<file path="config.mk">
export PLATFORM = sky130hd
export DESIGN_NAME = csh_stencil
export DESIGN_NICKNAME = d
export VERILOG_FILES = /design/src/hw/rtl/csh_pkg.sv /design/src/hw/rtl/csh_stencil.sv
export SDC_FILE = /design/constraint.sdc
export NUM_CORES = 1
export LEC_CHECK = 0
export BUFFER_PORTS_ARGS = -buffer_cell sky130_fd_sc_hd__clkbuf_2
export CAP_MARGIN = 5
export CORE_ASPECT_RATIO = 0.9
export CORE_UTILIZATION = 45
export DETAILED_ROUTE_END_ITERATION = 7
export PLACE_DENSITY = 0.68
export SLEW_MARGIN = 5
export SYNTH_ARGS = -nofsm -noshare
export SYNTH_HDL_FRONTEND = slang
export SYNTH_SLANG_ARGS = --single-unit
</file>
<file path="constraint.sdc">
create_clock -name clock -period 12.55 [get_ports clock]
set_input_delay 1.255 -clock clock [delete_from_list [all_inputs] [get_ports clock]]
set_output_delay 1.255 -clock clock [all_outputs]
set_load 0.01 [all_outputs]
</file>
<file path="src/hw/rtl/csh_pkg.sv">
// Shared types and constants of the cross sharpening stream.
`timescale 1ns / 1ps

package csh_pkg;

   // Fixed field and register widths
   localparam int SAMPLE_W    = 8;
   localparam int ROW_OUT_W   = 12;
   localparam int COL_OUT_W   = 13;
   localparam int LB_REG_W    = 14;
   localparam int CH_REG_W    = 3;
   localparam int RT_REG_W    = 13;
   localparam int CSR_DATA_W  = 14;
   localparam int CSR_INDEX_W = 2;
   localparam int OFF_W       = 3;

   // Register indexes
   localparam logic [CSR_INDEX_W-1:0] CSR_LINE_BYTES    = 2'd0;
   localparam logic [CSR_INDEX_W-1:0] CSR_CHANNEL_COUNT = 2'd1;
   localparam logic [CSR_INDEX_W-1:0] CSR_ROW_TOTAL     = 2'd2;

   // Register reset values
   localparam logic [LB_REG_W-1:0] LINE_BYTES_RESET    = 14'd1920;
   localparam logic [CH_REG_W-1:0] CHANNEL_COUNT_RESET = 3'd1;
   localparam logic [RT_REG_W-1:0] ROW_TOTAL_RESET     = 13'd1080;

   // Usable register ranges
   localparam int LB_MIN = 3;
   localparam int RT_MIN = 3;
   localparam int CH_MIN = 1;
   localparam int CH_MAX = 4;

   // Stencil center weight
   localparam int CENTER_WEIGHT = 5;

   typedef struct packed {
      logic [SAMPLE_W-1:0] sample;
      logic                frame_start;
   } csh_req_type;

   typedef struct packed {
      logic [SAMPLE_W-1:0]  sharpened;
      logic [ROW_OUT_W-1:0] center_row;
      logic [COL_OUT_W-1:0] center_column;
      logic                 frame_done;
   } csh_rsp_type;

   // Per-word control handed from position tracking to the stencil stage
   typedef struct packed {
      logic                 produce;
      logic                 bank;
      logic [SAMPLE_W-1:0]  sample;
      logic [ROW_OUT_W-1:0] center_row;
      logic [COL_OUT_W-1:0] center_column;
      logic                 frame_done;
   } csh_tag_type;

endpackage

</file>
<file path="src/hw/rtl/csh_stencil.sv">
// Stencil stage: neighbor history, weighted sum, saturation, result register.
`timescale 1ns / 1ps

module csh_stencil (
   input  logic                              clock,
   input  logic                              reset,
   input  logic                              accept,
   input  csh_pkg::csh_tag_type              tag_in,
   input  logic [csh_pkg::OFF_W-1:0]         off,
   input  logic [csh_pkg::SAMPLE_W-1:0]      ram0_a,
   input  logic [csh_pkg::SAMPLE_W-1:0]      ram0_b,
   input  logic [csh_pkg::SAMPLE_W-1:0]      ram1_a,
   input  logic [csh_pkg::SAMPLE_W-1:0]      ram1_b,
   input  logic                              rsp_stall,
   output logic                              rsp_valid,
   output csh_pkg::csh_rsp_type              rsp_data,
   output logic                              req_stall
);

   localparam int HIST_DEPTH = csh_pkg::CH_MAX;
   localparam int HIDX_W     = $clog2(HIST_DEPTH);
   localparam int SUM_W      = csh_pkg::SAMPLE_W + 4;

   logic                           s1_valid_ff, s1_valid_in;
   csh_pkg::csh_tag_type           tag_ff;
   logic [csh_pkg::SAMPLE_W-1:0]   hist_ff [HIST_DEPTH];
   logic                           out_valid_ff, out_valid_in;
   csh_pkg::csh_rsp_type           out_data_ff;

   logic                           advance;
   logic [HIDX_W-1:0]              off_idx;
   logic [csh_pkg::SAMPLE_W-1:0]   newer_c;
   logic [csh_pkg::SAMPLE_W-1:0]   newer_r;
   logic [csh_pkg::SAMPLE_W-1:0]   newer_l;
   logic [csh_pkg::SAMPLE_W-1:0]   older_c;
   logic [SUM_W-1:0]               weighted;
   logic [SUM_W-1:0]               minus;
   logic signed [SUM_W-1:0]        diff;
   logic [csh_pkg::SAMPLE_W-1:0]   sat;

   // Move the stage word on unless a full result register is stalled
   assign advance   = s1_valid_ff && !(out_valid_ff && rsp_stall);
   assign req_stall = s1_valid_ff && out_valid_ff && rsp_stall;

   // Select buffer roles; left neighbor comes from the history of this row
   assign newer_c = tag_ff.bank ? ram0_a : ram1_a;
   assign older_c = tag_ff.bank ? ram1_a : ram0_a;
   assign newer_r = tag_ff.bank ? ram0_b : ram1_b;
   assign off_idx = HIDX_W'(off - 3'd1);
   assign newer_l = hist_ff[off_idx];

   // Weighted center minus the four neighbors, clipped to a byte
   assign weighted = SUM_W'(csh_pkg::CENTER_WEIGHT) * SUM_W'(newer_c);
   assign minus    = SUM_W'(newer_l) + SUM_W'(newer_r) + SUM_W'(older_c) +
                     SUM_W'(tag_ff.sample);
   assign diff     = signed'(weighted - minus);

   always_comb begin
      if (diff < 0) begin
         sat = '0;
      end else if (diff > SUM_W'(255)) begin
         sat = '1;
      end else begin
         sat = diff[csh_pkg::SAMPLE_W-1:0];
      end
   end

   always_comb begin
      s1_valid_in = s1_valid_ff;
      if (accept) begin
         s1_valid_in = 1'b1;
      end else if (advance) begin
         s1_valid_in = 1'b0;
      end
      out_valid_in = out_valid_ff;
      if (advance) begin
         out_valid_in = tag_ff.produce;
      end else if (!rsp_stall) begin
         out_valid_in = 1'b0;
      end
   end

   always_ff @(posedge clock) begin
      if (reset) begin
         s1_valid_ff  <= 1'b0;
         out_valid_ff <= 1'b0;
      end else begin
         s1_valid_ff  <= s1_valid_in;
         out_valid_ff <= out_valid_in;
      end
   end

   // Capture the word; the line buffer reads land alongside it
   always_ff @(posedge clock) begin
      if (accept) begin
         tag_ff <= tag_in;
      end
   end

   // Shift the newer row's center values through the history
   always_ff @(posedge clock) begin
      if (advance) begin
         hist_ff[0] <= newer_c;
         for (int k = 1; k < HIST_DEPTH; k++) begin
            hist_ff[k] <= hist_ff[k-1];
         end
      end
   end

   // Load the result register
   always_ff @(posedge clock) begin
      if (advance && tag_ff.produce) begin
         out_data_ff.sharpened     <= sat;
         out_data_ff.center_row    <= tag_ff.center_row;
         out_data_ff.center_column <= tag_ff.center_column;
         out_data_ff.frame_done    <= tag_ff.frame_done;
      end
   end

   assign rsp_valid = out_valid_ff;
   assign rsp_data  = out_data_ff;

endmodule

</file>
==> flow_summary.ini <==
[status]
status = complete, no violations

[timing]
period_needed_ns = 5.62
rsz0062_at_grt = no
worst_slack_ns = 6.93
period_share = 0.448
whs_ns = 0.422
max_freq_ghz = 0.178
slew_violations = 0
tightest_slew_ns = 0.991
finClkSkew_ns = 0.00463
hold_viol_final = 0
finalSetupViolCount = 0
relSlewSlack = 0.339
fin_setup_tns_ns = 0

[floorplanning]
die-width_um = 114
coreArea_um2 = 10900
dieArea_um2 = 11800
pin_count = 111
start_util = 0.466
die_y_um = 103
placementRows = 36

[setup_path]
worstSetupEndpointType = flip-flop
max_stage_delay_ns = 0.55
cp_slowest_cell = mux4_2
critPathKind = primary input to flip-flop
timing.critical_path.fanout_max = 8
path_delay_family = adder cells
crit_buf_inv = 4
startpoint_type = primary input
required_ns = 12.65
crit_chain = clkbuf_2 -> mux4_2 -> inv_1 -> ha_1 -> fa_1 -> inv_1 -> fa_1 -> fa_1 -> inv_1 -> ha_1 -> a211oi_1 -> o21ai_0 -> a21oi_1 -> xor2_1 -> o211ai_1 -> o21a_1
r2r_slack_ns = 7.44
arrival_ns = 5.73

[clock_network]
cts_tree = done
clockBufferDepth = 2
cts_setup_buffers = 0
cts-hold-fix-buffers = 0
clk_latency_ns = 0.35
root_buffer = clkbuf_16
clk_pin_slew_ns = 0.08
cts_buffers = 9
cts_resized = 0
cts_max_level = 3
clkSinkCount = 104

[flow_run]
maxCapViolCount = 0

[final_layout]
nets = 569
drive_gt1_frac = 0.323
stdcell_area_um2 = 6130
antenna_cells = 0
area_delta_synth_final_pct = 20.3
fill_cells = 916

[logic_synthesis]
synth_area_um2 = 5100
syn_nets = 451
syn_area_per_cell_um2 = 15.8
syn_inst = 323
synth_warnings = 0
ys_types = 32
async_flop_share = 0
ys.flop_type = edfxtp_1
ys_seq_area_frac = 0.608
ys_ff_latch = 104
synth_edf_count = 102

[placed_design]
post-place-ws_ns = 6.54
io_buffers = 109
place_congestion = 0.765
placed_area_um2 = 5840
dpl.hpwl_um = 6470

[global_route]
grt_overflow_total = 0
gr-usage-all-layers = 0.157
antenna_found_initial = 0
grt_pass1_vias = 2775
grt_max_degree = 38
grt_pass1_wl_um = 13400

[drt]
viasPerCell = 4.73
postRouteAntennaNets = 0
drcViolationCount = 0
vias = 2826
wl_per_cell_um = 14.4
drt_iter0_drc = 86
routed_wl_um = 8590
first_pass_iters = 4

[pwr]
finalPower_mw = 1.32
p_int_mw = 0.837
leakage_nw = 2.69
pwr-share-seq = 0.324
power_frac_comb = 0.467
pwr-share-clk = 0.209
switchingPower_mw = 0.484
switching_share = 0.367
vdd.ir_drop.worst_v = 0.000125
p_per_area_nw_per_um2 = 215

[hold_path]
min_path_type = flip-flop to flip-flop
-- cells by family (layout without fill, tap and decap cells) --
group	after synthesis	in the layout	share of synthesized area
AOI/OAI and AO/OA	31	31	0.0429
xor gates and xnor gates	7	7	0.0120
and+or+nand+nor	20	20	0.0218
muxes	33	33	0.0851
DFF	104	104	0.608
adders and majority gates	53	53	0.174
buffers and inverters	75	198	0.0554
-- power by group through the flow --
stage / sequential, mW / combinational (mW) / clock (mW)
5_1_grt: 0.431 / 0.709 / 0.294
3_3_place_gp: 0.436 / 0.605 / 0
6_report: 0.429 / 0.617 / 0.276
4_1_cts: 0.429 / 0.632 / 0.283
3_5_place_dp: 0.437 / 0.624 / 0
2_1_floorplan: 0.440 / 0.492 / 0
-- final timing paths --
path                            startpoint      endpoint  depth (start not counted)
worst max-delay path                off[0]  rsp_data[28]                         16
worst min-delay path            tag_ff[14]  rsp_data[14]                          0
worst max register to register  tag_ff[34]  rsp_data[28]                         18
worst min register to register  tag_ff[14]  rsp_data[14]                          0
-- layout make-up --
class                           count  area, µm²  share of cell area
Sequential cell                   104       3100               0.506
Inverter                           70        263              0.0428
Timing Repair Buffer              112        568              0.0926
Tap cell                          152        190              0.0310
Clock buffer                        9        225              0.0367
Multi-Input combinational cell    144       1710               0.279
Clock inverter                      7       71.3              0.0116
-- stage by stage --
stage / cells / util
after floorplan: 323 / -
after global placement: 582 / 0.533
after detailed placement: 582 / 0.533
after CTS: 598 / 0.560
after global routing: 598 / 0.560
final: 598 / 0.560
-- metal layers --
layer,vias to the layer above,share of wire,track usage
li1,1359,-,-
met1,1402,0.42,0.184
met2,57,0.52,0.273
met3,8,0.038,0.0435
met4,0,0.016,0.0689
met5,-,0,0
-- registers in the layout, summed over array words and instances (netlist names) --
signal and flops:
tag_ff 36, rsp_valid 1, rsp_data 34, s1_valid_ff 1, hist_ff 32
-- cells in the final DEF (no fill, tap or decap), types with 4 or more instances in the layout --
cell	synthesis	final
clkbuf_16	0	9
a21oi_1	9	9
mux2i_1	22	22
o21a_1	9	9
mux4_2	8	8
nand2_1	6	6
fa_1	30	30
nor2_1	7	7
edfxtp_1	102	102
clkbuf_2	0	109
ha_1	23	23
xnor2_1	4	4
inv_1	69	69
-- synth_stat cells, drive strengths merged (2+ instances only) --
| master | number | share of area |
|---|---|---|
| mux4 | 8 | 0.035 |
| o21a | 9 | 0.013 |
| o211ai | 3 | 0.0054 |
| mux2 | 3 | 0.0066 |
| a21oi | 10 | 0.012 |
| xnor2 | 4 | 0.0069 |
| a21o | 2 | 0.0029 |
| ha | 23 | 0.056 |
| nand2 | 6 | 0.0044 |
| dfxtp | 2 | 0.0079 |
| edfxtp | 102 | 0.60 |
| mux2i | 22 | 0.043 |
| clkbuf | 4 | 0.0029 |
| nor2 | 7 | 0.0052 |
| inv | 70 | 0.052 |
| o21ai | 3 | 0.0029 |
| fa | 30 | 0.12 |
| nand2b | 2 | 0.0025 |
| xor2 | 3 | 0.0052 |
Power figures use the tool's default switching activity.
