### src/hw/rtl/csh_pkg.sv
// Shared types and constants of the cross sharpening stream.
`timescale 1ns / 1ps

package csh_pkg;

   // Fixed field and register widths
   localparam int SAMPLE_W    = 8;
   localparam int ROW_OUT_W   = 12;
   localparam int COL_OUT_W   = 13;
   localparam int LB_REG_W    = 14;
   localparam int CH_REG_W    = 3;
   localparam int RT_REG_W    = 13;
   localparam int CSR_DATA_W  = 14;
   localparam int CSR_INDEX_W = 2;
   localparam int OFF_W       = 3;

   // Register indexes
   localparam logic [CSR_INDEX_W-1:0] CSR_LINE_BYTES    = 2'd0;
   localparam logic [CSR_INDEX_W-1:0] CSR_CHANNEL_COUNT = 2'd1;
   localparam logic [CSR_INDEX_W-1:0] CSR_ROW_TOTAL     = 2'd2;

   // Register reset values
   localparam logic [LB_REG_W-1:0] LINE_BYTES_RESET    = 14'd1920;
   localparam logic [CH_REG_W-1:0] CHANNEL_COUNT_RESET = 3'd1;
   localparam logic [RT_REG_W-1:0] ROW_TOTAL_RESET     = 13'd1080;

   // Usable register ranges
   localparam int LB_MIN = 3;
   localparam int RT_MIN = 3;
   localparam int CH_MIN = 1;
   localparam int CH_MAX = 4;

   // Stencil center weight
   localparam int CENTER_WEIGHT = 5;

   typedef struct packed {
      logic [SAMPLE_W-1:0] sample;
      logic                frame_start;
   } csh_req_type;

   typedef struct packed {
      logic [SAMPLE_W-1:0]  sharpened;
      logic [ROW_OUT_W-1:0] center_row;
      logic [COL_OUT_W-1:0] center_column;
      logic                 frame_done;
   } csh_rsp_type;

   // Per-word control handed from position tracking to the stencil stage
   typedef struct packed {
      logic                 produce;
      logic                 bank;
      logic [SAMPLE_W-1:0]  sample;
      logic [ROW_OUT_W-1:0] center_row;
      logic [COL_OUT_W-1:0] center_column;
      logic                 frame_done;
   } csh_tag_type;

endpackage

### src/hw/rtl/csh_ctrl.sv
// Configuration registers, row and column counters, line buffer addressing.
`timescale 1ns / 1ps

module csh_ctrl #(
   parameter int MAX_LINE_BYTES = 8192,
   parameter int MAX_ROWS       = 4096
) (
   input  logic                                  clock,
   input  logic                                  reset,
   input  logic                                  csr_we,
   input  logic [csh_pkg::CSR_INDEX_W-1:0]       csr_index,
   input  logic [csh_pkg::CSR_DATA_W-1:0]        csr_wdata,
   input  logic                                  accept,
   input  csh_pkg::csh_req_type                  req_data,
   output csh_pkg::csh_tag_type                  tag,
   output logic [csh_pkg::OFF_W-1:0]             off,
   output logic [$clog2(MAX_LINE_BYTES)-1:0]     col_addr,
   output logic [$clog2(MAX_LINE_BYTES)-1:0]     nbr_addr,
   output logic [1:0]                            wr_en
);

   localparam int CW  = $clog2(MAX_LINE_BYTES);
   localparam int LBW = CW + 1;
   localparam int RW  = $clog2(MAX_ROWS);
   localparam int RTW = RW + 1;

   logic [csh_pkg::LB_REG_W-1:0] lb_ff, lb_in;
   logic [csh_pkg::CH_REG_W-1:0] ch_ff, ch_in;
   logic [csh_pkg::RT_REG_W-1:0] rt_ff, rt_in;
   logic [CW-1:0]                col_ff, col_in;
   logic [RW-1:0]                row_ff, row_in;
   logic                         bank_ff, bank_in;

   logic [LBW-1:0] lb_eff;
   logic [RTW-1:0] rt_eff;
   logic [CW-1:0]  c_cur;
   logic [RW-1:0]  r_cur;
   logic [LBW-1:0] c_ext;
   logic [LBW-1:0] c_plus_off;
   logic [LBW-1:0] c_next;
   logic [RTW-1:0] r_ext;
   logic [RTW-1:0] r_next;
   logic           row_wrap;
   logic           produce;
   logic           last_col;
   logic           last_row;

   // Decode register writes
   always_comb begin
      lb_in = lb_ff;
      ch_in = ch_ff;
      rt_in = rt_ff;
      if (csr_we) begin
         unique case (csr_index)
            csh_pkg::CSR_LINE_BYTES:    lb_in = csr_wdata[csh_pkg::LB_REG_W-1:0];
            csh_pkg::CSR_CHANNEL_COUNT: ch_in = csr_wdata[csh_pkg::CH_REG_W-1:0];
            csh_pkg::CSR_ROW_TOTAL:     rt_in = csr_wdata[csh_pkg::RT_REG_W-1:0];
            default: ;
         endcase
      end
   end

   // Clamp the registers into their usable ranges
   always_comb begin
      if (32'(lb_ff) < 32'(csh_pkg::LB_MIN)) begin
         lb_eff = LBW'(csh_pkg::LB_MIN);
      end else if (32'(lb_ff) > 32'(MAX_LINE_BYTES)) begin
         lb_eff = LBW'(MAX_LINE_BYTES);
      end else begin
         lb_eff = LBW'(lb_ff);
      end
      if (32'(rt_ff) < 32'(csh_pkg::RT_MIN)) begin
         rt_eff = RTW'(csh_pkg::RT_MIN);
      end else if (32'(rt_ff) > 32'(MAX_ROWS)) begin
         rt_eff = RTW'(MAX_ROWS);
      end else begin
         rt_eff = RTW'(rt_ff);
      end
      if (32'(ch_ff) < 32'(csh_pkg::CH_MIN)) begin
         off = csh_pkg::OFF_W'(csh_pkg::CH_MIN);
      end else if (32'(ch_ff) > 32'(csh_pkg::CH_MAX)) begin
         off = csh_pkg::OFF_W'(csh_pkg::CH_MAX);
      end else begin
         off = csh_pkg::OFF_W'(ch_ff);
      end
   end

   // Position of the incoming word; a frame start restarts at the origin
   assign c_cur      = req_data.frame_start ? '0 : col_ff;
   assign r_cur      = req_data.frame_start ? '0 : row_ff;
   assign c_ext      = {1'b0, c_cur};
   assign r_ext      = {1'b0, r_cur};
   assign c_plus_off = c_ext + LBW'(off);
   assign c_next     = c_ext + LBW'(1);
   assign r_next     = r_ext + RTW'(1);
   assign row_wrap   = (c_next >= lb_eff);

   // Interior test for the center one row up
   assign produce  = (r_cur >= RW'(2)) && (r_ext < rt_eff) &&
                     (c_ext >= LBW'(off)) && (c_plus_off < lb_eff);
   assign last_col = ((c_plus_off + LBW'(1)) == lb_eff);
   assign last_row = (r_next == rt_eff);

   // Advance counters and swap buffer roles at the end of a row
   always_comb begin
      col_in  = col_ff;
      row_in  = row_ff;
      bank_in = bank_ff;
      if (accept) begin
         if (row_wrap) begin
            col_in  = '0;
            row_in  = (r_next >= rt_eff) ? '0 : r_next[RW-1:0];
            bank_in = ~bank_ff;
         end else begin
            col_in  = c_next[CW-1:0];
            row_in  = r_cur;
         end
      end
   end

   always_ff @(posedge clock) begin
      if (reset) begin
         lb_ff   <= csh_pkg::LINE_BYTES_RESET;
         ch_ff   <= csh_pkg::CHANNEL_COUNT_RESET;
         rt_ff   <= csh_pkg::ROW_TOTAL_RESET;
         col_ff  <= '0;
         row_ff  <= '0;
         bank_ff <= 1'b0;
      end else begin
         lb_ff   <= lb_in;
         ch_ff   <= ch_in;
         rt_ff   <= rt_in;
         col_ff  <= col_in;
         row_ff  <= row_in;
         bank_ff <= bank_in;
      end
   end

   // Word control for the stencil stage
   always_comb begin
      tag.produce       = produce;
      tag.bank          = bank_ff;
      tag.sample        = req_data.sample;
      tag.center_row    = csh_pkg::ROW_OUT_W'(r_cur - RW'(1));
      tag.center_column = csh_pkg::COL_OUT_W'(c_cur);
      tag.frame_done    = last_row && last_col;
   end

   // Bank 0 holds the older row while bank_ff is low
   assign col_addr = c_cur;
   assign nbr_addr = c_plus_off[CW-1:0];
   assign wr_en[0] = accept && !bank_ff;
   assign wr_en[1] = accept && bank_ff;

endmodule

### config.mk
export PLATFORM = sky130hd
export DESIGN_NAME = csh_ctrl
export DESIGN_NICKNAME = d
export VERILOG_FILES = /design/src/hw/rtl/csh_pkg.sv /design/src/hw/rtl/csh_ctrl.sv
export SDC_FILE = /design/constraint.sdc
export NUM_CORES = 1
export LEC_CHECK = 0
export ABC_AREA = 1
export BUFFER_PORTS_ARGS = -buffer_cell sky130_fd_sc_hd__buf_4
export CAP_MARGIN = 20
export CORE_MARGIN = 2
export CORE_UTILIZATION = 32
export CTS_CLUSTER_DIAMETER = 80
export CTS_CLUSTER_SIZE = 8
export DETAILED_ROUTE_END_ITERATION = 12
export PLACE_DENSITY_LB_ADDON = 0.08
export SLEW_MARGIN = 20
export SYNTH_ARGS = -nofsm -noshare
export SYNTH_HDL_FRONTEND = slang
export SYNTH_SLANG_ARGS = --single-unit
### constraint.sdc
create_clock -name clock -period 8.5 [get_ports clock]
set_input_delay 2.55 -clock clock [delete_from_list [all_inputs] [get_ports clock]]
set_output_delay 2.55 -clock clock [all_outputs]
set_load 0.01 [all_outputs]
==> run_results.csv, run 1 <==
group,metric,value,unit
cts,clock-sinks,56,
synth,synth_area,5660,um^2
pwr,internal-power,487,uW
critical_path,r2r-end,"col_ff[1]",
critical_path,reg2reg_depth,19,
global_routing,grt_usage,0.195,
finish,final_nets,1054,
place,gp_congestion,0.868,
global_routing,grt_pass1_vias,5208,
finish,nFillCells,1965,
routing,drt-initial-drc-count,294,
pwr,pwr-share-comb,0.267,
sta,tightest_slew,0.863,ns
critical_path,path_buf_inv,7,
synth,ys_seq_area_frac,0.198,
critical_path,cp_num_cells,20,
critical_path,worst_ep_required_time,5.95,ns
routing,dr_total_vias,5655,
global_routing,grt_max_degree,44,
place,place_worst_setup_slack,0.211,ns
finish,fin_util,0.383,
cts,clkTransAtPathRegs,0.07,ns
critical_path,crit_arrival,5.56,ns
finish,syn2layout_area_growth,17.1,%
sta,maxSlewViolCount,0,
run,cap_violations,0,
sta,skew,0.00775,ns
routing,drt-total-wl,18300,um
critical_path,end_kind,"output port",
pwr,power_leakage,0.00337,uW
cts,cts_tree,"yes",
pwr,power.density,108,nW/um^2
critical_path,worst_path_largest_cell_delay,0.34,ns
pwr,power,717,uW
floorplanning,io_pins,96,
cts,clk-insertion-delay-late,0.31,ns
cts,cts_buffer_depth,2,
finish,fin_area,6620,um^2
sta,fmax,0.123,GHz
run_status,status,"complete, no violations",
critical_path,r2r_start,"col_ff[0]",
critical_path,cp-start-kind,"input port",
global_routing,grt-ovfl-total,0,
sta,setup_viol,0,
sta,rsz0062_at_grt,"no",
place,dp_hpwl,15100,um
cts,cts.htree.levels,2,
synth,syn_inst,894,
critical_path,path_max_fanout,17,
worst_hold_path,holdPathEnd,"col_ff[0]",
sta,period_needed,8.11,ns
synth,synth_cell_type_count,39,
sta,finalSetupTns,0,ns
place,portBuffers,79,
critical_path,path_cells,"buf_4 -> inv_8 -> nand2_1 -> inv_1 -> ha_1 -> inv_1 -> a21oi_2 -> nand2_2 -> nand2_1 -> nand2_1 -> nand2_2 -> inv_2 -> ha_1 -> a21oi_1 -> o221ai_1 -> nand4_1 -> a21oi_1 -> nor4_1 -> buf_4 -> buf_4",
floorplanning,dieArea,18800,um^2
floorplanning,row_count,48,
floorplanning,die_w,137,um
finish,final_layout_size_suffix_gt1_frac,0.165,
worst_hold_path,holdPathStages,2,
routing,drtAntennaViolNets,0,
pwr,swShare,0.322,
sta,min_period_over_period,0.954,
cts,cts_root_buf,"clkbuf_16",
finish,diodes,0,
pwr,p_seq_frac,0.393,
routing,drc,0,
sta,report.final.hold_viol_count,0,
synth,syn_nets,989,
pwr,clockPowerShare,0.340,
synth,synth_seq_cells,56,
floorplanning,die_h,137,um
critical_path,criticalPathCategory,"input port to output port",
pwr,max-vdd-ir-drop,0.0739,mV
sta,slew_headroom,0.423,
routing,dr.pass1.iters,4,
place,place_area,6430,um^2
cts,postCtsSetupBuffers,0,
critical_path,crit_family,"buffers and inverters",
floorplanning,start_util,0.327,
pwr,switchingPower,231,uW
routing,drt-wirelength-per-cell,15.5,um
floorplanning,core,17300,um^2
global_routing,antenna_found_initial,0,
sta,fin_ws,0.393,ns
critical_path,crit_slowest_cell,"ha_1",
critical_path,ff2ff_setup_slack,4.76,ns
global_routing,grt_pass1_wl,28000,um
worst_hold_path,worstHoldPathType,"flop to flop",
synth,ys_warn_count,0,
synth,synth_area_per_cell,6.33,um^2
cts,cts_buffers,5,
routing,viasPerCell,4.77,
worst_hold_path,hold_start,"col_ff[0]",
-- synthesized netlist by cell type (all sizes together) --
| cell type | n | area (um^2) |
|---|---|---|
| o311ai | 1 | 8.76 |
| xor2 | 29 | 262 |
| buf | 26 | 200 |
| a31oi | 2 | 12.5 |
| a211oi | 1 | 7.51 |
| a2111oi | 1 | 8.76 |
| nand2 | 195 | 759 |
| inv | 116 | 438 |
| a22oi | 8 | 60.1 |
| xnor2 | 3 | 26.3 |
| a21oi | 50 | 254 |
| clkbuf | 17 | 63.8 |
| nor3 | 16 | 95.1 |
| nand3b | 5 | 37.5 |
| nand3 | 57 | 320 |
| nor2 | 154 | 621 |
| nand4 | 16 | 100 |
| nor4 | 6 | 52.6 |
| o21ai | 58 | 290 |
| o31ai | 3 | 22.5 |
| dfxtp | 56 | 1120 |
| o21bai | 2 | 15.0 |
| ha | 65 | 813 |
| fa | 1 | 20.0 |
| o211ai | 4 | 30.0 |
| o221ai | 2 | 17.5 |
-- cell type report --
| cell class | count | area, um^2 | share of cell area |
|---|---|---|---|
| multi-input combinational | 679 | 3850 | 0.582 |
| clock inverter | 3 | 42.5 | 0.00642 |
| tap | 225 | 282 | 0.0425 |
| sequential | 56 | 1120 | 0.169 |
| clock buffer | 5 | 125 | 0.0189 |
| inverter | 116 | 443 | 0.0669 |
| timing repair buffer | 101 | 758 | 0.114 |
-- cell families after synthesis --
family | after synthesis | synth area share
adders and majority gates | 66 | 0.147
DFF | 56 | 0.198
xor gates and xnor gates | 32 | 0.0509
AOI/OAI and AO/OA | 132 | 0.129
and+or+nand+nor | 449 | 0.351
buffers and inverters | 159 | 0.124
-- worst max path at each step --
stage	slack, ns	end	startpoint
finish	0.39	tag[35]	req_data[0]
global route	0.06	tag[0]	req_data[0]
CTS	0.19	tag[0]	req_data[0]
detailed placement	0.21	tag[0]	req_data[0]
global placement	0.31	tag[0]	req_data[0]
floorplan	0.46	tag[35]	req_data[0]
-- worst register-to-register path, delay by kind of cell, from the launching register on --
| kind | cells | cell delay (ns) |
|---|---|---|
| AO/OA/AOI/OAI | 3 | 0.51 |
| XOR/XNOR | 1 | 0.25 |
| adder cells (fa/ha/maj) | 2 | 0.42 |
| buffers and inverters | 5 | 0.60 |
| flip-flops | 1 | 0.33 |
| AND/OR/NAND/NOR | 8 | 1.56 |
-- cell usage in the layout, fill, tap and decap left out, types with 2 or more instances in the layout --
cell type	instances
nand2_1	184
nor2_1	144
inv_1	102
buf_4	101
ha_1	65
dfxtp_1	56
o21ai_0	55
nand3_1	50
a21oi_1	49
xor2_1	28
nand4_1	16
inv_2	13
nor3_1	12
nand2_2	10
a22oi_1	8
nand3_2	7
nor2_4	5
nor2_2	5
nor4_1	5
nand3b_1	5
clkbuf_16	5
nor3_2	4
o211ai_1	4
xnor2_1	3
o31ai_1	3
o21ai_1	3
a31oi_1	2
o21bai_1	2
o221ai_1	2
-- per-stage QoR --
stage	std cells	hold slack [ns]
floorplan	894	0.439
finish	1185	0.474
global route	1185	0.500
CTS	1185	0.475
detailed placement	1177	0.464
global placement	1177	0.459
-- what timing repair did --
item / in CTS / in global routing
resized for setup: 0 / 7
setup endpoints to repair: 0 / 1
endpoints found under the hold margin: 0 / 0
hold buffers: 0 / 0
-- per-layer routing --
metal	share of wire	GRT usage	wire, um
met5	0	0	0
met2	0.49	0.347	9050
met3	0.026	0.0222	476
met1	0.47	0.252	8560
met4	0.012	0.0418	220
-- power by group through the flow --
stage                     clock (uW)  sequential (uW)  combinational, uW
after floorplan                    0              285                125
after detailed placement           0              288                190
after CTS                        250              282                192
after global placement             0              288                193
final                            244              282                191
after global routing             260              283                215
-- sequential cells by signal, summed over array words and instances (netlist names) --
signal / flops
bank_ff: 1
ch_ff: 3
col_ff: 13
lb_ff: 14
row_ff: 12
rt_ff: 13
Note: power is estimated with default switching activity, not from simulation.
==> run 2: changes to the inputs <==
Settings changed: ABC_AREA 1 to 0.
==> run 2 against run 1 <==
Against the previous run: routed wire length is 5.0% lower; via count fell by 6.5%; clock-buffer cell count up 2; design area is 1.4% higher; sequential cell count unchanged; die area shrank 7.8%.
==> run_results.csv, run 2 <==
group,metric,value,unit
finish,layout.cells.most_common,"buf_4",
synth,synth_seq_cells,56,
pwr,power_leakage,0.00311,uW
cts,cts_tree,"yes",
worst_hold_path,worstHoldPathType,"flop to flop",
finish,reg_top3,"lb_ff: 14 flops, col_ff: 13 flops, rt_ff: 13 flops",
synth,synth_edf_count,0,
pwr,swShare,0.281,
sta,tightest_slew,0.796,ns
routing,viasPerCell,5.18,
pwr,pwr-share-comb,0.171,
pwr,max-vdd-ir-drop,0.0747,mV
finish,fin_area,6710,um^2
routing,drc,0,
synth,synth_cell_type_count,68,
place,place_area,6350,um^2
routing,drt-initial-drc-count,381,
synth,yosysTopAreaCell,"dfxtp_1",
pwr,power.density,87.3,nW/um^2
sta,skew,0.00595,ns
critical_path,r2r_start,"col_ff[1]",
place,dp.cells,1006,
sta,setup_viol,0,
critical_path,end_kind,"output port",
synth,synth_area_per_cell,7.58,um^2
finish,diodes,0,
synth,syn_nets,781,
synth,yosysMostFrequentCell,"nand2_1",
synth,ys_warn_count,0,
floorplanning,io_pins,96,
finish,stdcell_count,1021,
critical_path,path_max_fanout,3,
sta,maxSlewViolCount,0,
global_routing,grt_pass1_wl,27400,um
floorplanning,dieArea,17300,um^2
cts,cts_buffer_depth,2,
pwr,clockPowerShare,0.361,
sta,min_period_over_period,0.993,
critical_path,ff2ff_setup_slack,4.00,ns
synth,ys_seq_area_frac,0.216,
pwr,internal-power,421,uW
place,gp_congestion,0.908,
finish,fin_util,0.423,
worst_hold_path,holdPathEnd,"lb_ff[1]",
synth,synthFlopType,"dfxtp_1",
sta,rsz0062_at_grt,"yes",
critical_path,r2r-end,"row_ff[6]",
sta,whs,0.468,ns
pwr,switchingPower,165,uW
cts,cts_buffers,5,
finish,largest_reg_flops,14,
finish,layout_common_cells,"162 x buf_4, 110 x nand2_1, 62 x ha_1, 56 x dfxtp_1, 50 x a21oi_1",
synth,ys_async_sr_fraction,0,
cts,cts.htree.levels,2,
place,portBuffers,79,
critical_path,criticalPathCategory,"input port to output port",
synth,syn_inst,686,
run_status,status,"complete, no violations",
cts,clk-insertion-delay-late,0.31,ns
floorplanning,core,15900,um^2
routing,drtAntennaViolNets,0,
finish,syn2layout_area_growth,29.1,%
sta,slew_headroom,0.468,
synth,synth_area,5200,um^2
critical_path,reg2reg_depth,18,
sta,report.final.hold_viol_count,0,
synth,synth_commonest_cells,"112 x nand2_1, 65 x ha_1, 56 x dfxtp_1",
synth,synth_top_area_share,0.216,
global_routing,grt_max_degree,40,
critical_path,worst_ep_required_time,5.95,ns
pwr,p_seq_frac,0.467,
sta,finalSetupTns,0,ns
sta,period_needed,8.44,ns
synth,yosys-top-cells-area,"dfxtp_1 22%, ha_1 16%, nand2_1 8.1%",
global_routing,grt_pass1_vias,5007,
routing,drt-total-wl,17400,um
cts,cts_root_buf,"clkbuf_16",
worst_hold_path,holdPathStages,2,
floorplanning,row_count,46,
floorplanning,die_w,131,um
floorplanning,start_util,0.327,
finish,final_layout_size_suffix_gt1_frac,0.262,
cts,clock-sinks,56,
critical_path,cp-start-kind,"input port",
cts,clkTransAtPathRegs,0.07,ns
run,cap_violations,0,
floorplanning,die_h,131,um
finish,final_nets,899,
global_routing,grt_usage,0.199,
routing,drt-wirelength-per-cell,17.0,um
finish,regMostFlops,"lb_ff",
sta,fmax,0.118,GHz
place,dp_hpwl,14000,um
routing,dr.pass1.iters,5,
global_routing,antenna_found_initial,0,
global_routing,grt-ovfl-total,0,
worst_hold_path,hold_start,"lb_ff[1]",
critical_path,crit_arrival,5.89,ns
routing,dr_total_vias,5285,
[run 2: cell types whose count changed after synthesis, sizes merged, moves of 9 or more]
cell   delta
o21ai    -37
nand3    -12
nor2    -119
and3      +9
xnor2    +24
inv      -82
nor2b    +28
a22o      +9
nand2    -83
[run 2: worst max path at each step]
stage	start	to	slack [ns]	depth (start not counted)
after floorplan	req_data[0]	tag[35]	0.06	17
after global routing	req_data[0]	tag[0]	-0.09	17
after CTS	req_data[0]	tag[0]	0.003	17
after detailed placement	req_data[0]	tag[35]	-0.35	24
final	req_data[0]	tag[0]	0.06	17
after global placement	req_data[0]	tag[35]	-0.40	24
[run 2: cell families (layout without fill, tap and decap cells)]
family | after synthesis | count (layout) | synth area share
and+or+nand+nor | 296 | 296 | 0.290
AOI/OAI and AO/OA | 123 | 123 | 0.152
buffers and inverters | 90 | 209 | 0.0852
adders and majority gates | 66 | 66 | 0.160
DFF | 56 | 56 | 0.216
xor gates and xnor gates | 49 | 49 | 0.0852
muxes | 6 | 6 | 0.0120
[run 2: critical path, cell delays in order]
cell      delay [ns]
buf_8           0.11
buf_6           0.12
nor2b_4         0.14
ha_4            0.14
nand4_1         0.09
nor2_1          0.16
and3_4          0.20
and3_4          0.19
xor2_1          0.07
ha_1            0.31
nand4b_1        0.15
nor4_4          0.35
nor4b_4         0.28
nand4_1         0.13
or4_4           0.51
a221oi_2        0.20
buf_4           0.16
[run 2: metal layers]
layer,track usage,vias up,share of wire
met1,0.290,2527,0.50
li1,-,2614,-
met4,0.0507,0,0.016
met5,0,-,0
met2,0.299,131,0.43
met3,0.0355,13,0.049
[run 2: area by class of cell]
class	instances	area (um^2)
repair buffers	165	1250
multi-input cells	540	3790
inverters	36	138
clock buffers	7	133
fillers	1670	9170
flip-flops and latches	56	1120
clock inverters	1	8.76
well taps	216	270
[run 2: through the flow]
| stage | setup WS (ns) | power, uW |
|---|---|---|
| after global routing | -0.0924 | 612 |
| final | 0.0577 | 586 |
| after global placement | -0.398 | 375 |
| after CTS | 0.00283 | 587 |
| after detailed placement | -0.350 | 376 |
| after floorplan | 0.0625 | 339 |
[run 2: timing repair]
action | 4_1_cts | 5_1_grt
gates resized for setup | 15 | 26
hold buffers | 0 | 0
setup buffers | 0 | 7
pin swaps | 3 | 22
setup endpoints to repair | 2 | 2
[run 2: power by group through the flow]
stage	Sequential, uW	Combinational [uW]	Clock [uW]
after detailed placement	280	95.7	0
after global routing	275	112	226
after global placement	280	94.9	0
final	274	100	212
after CTS	274	98.4	215
after floorplan	278	61.0	0
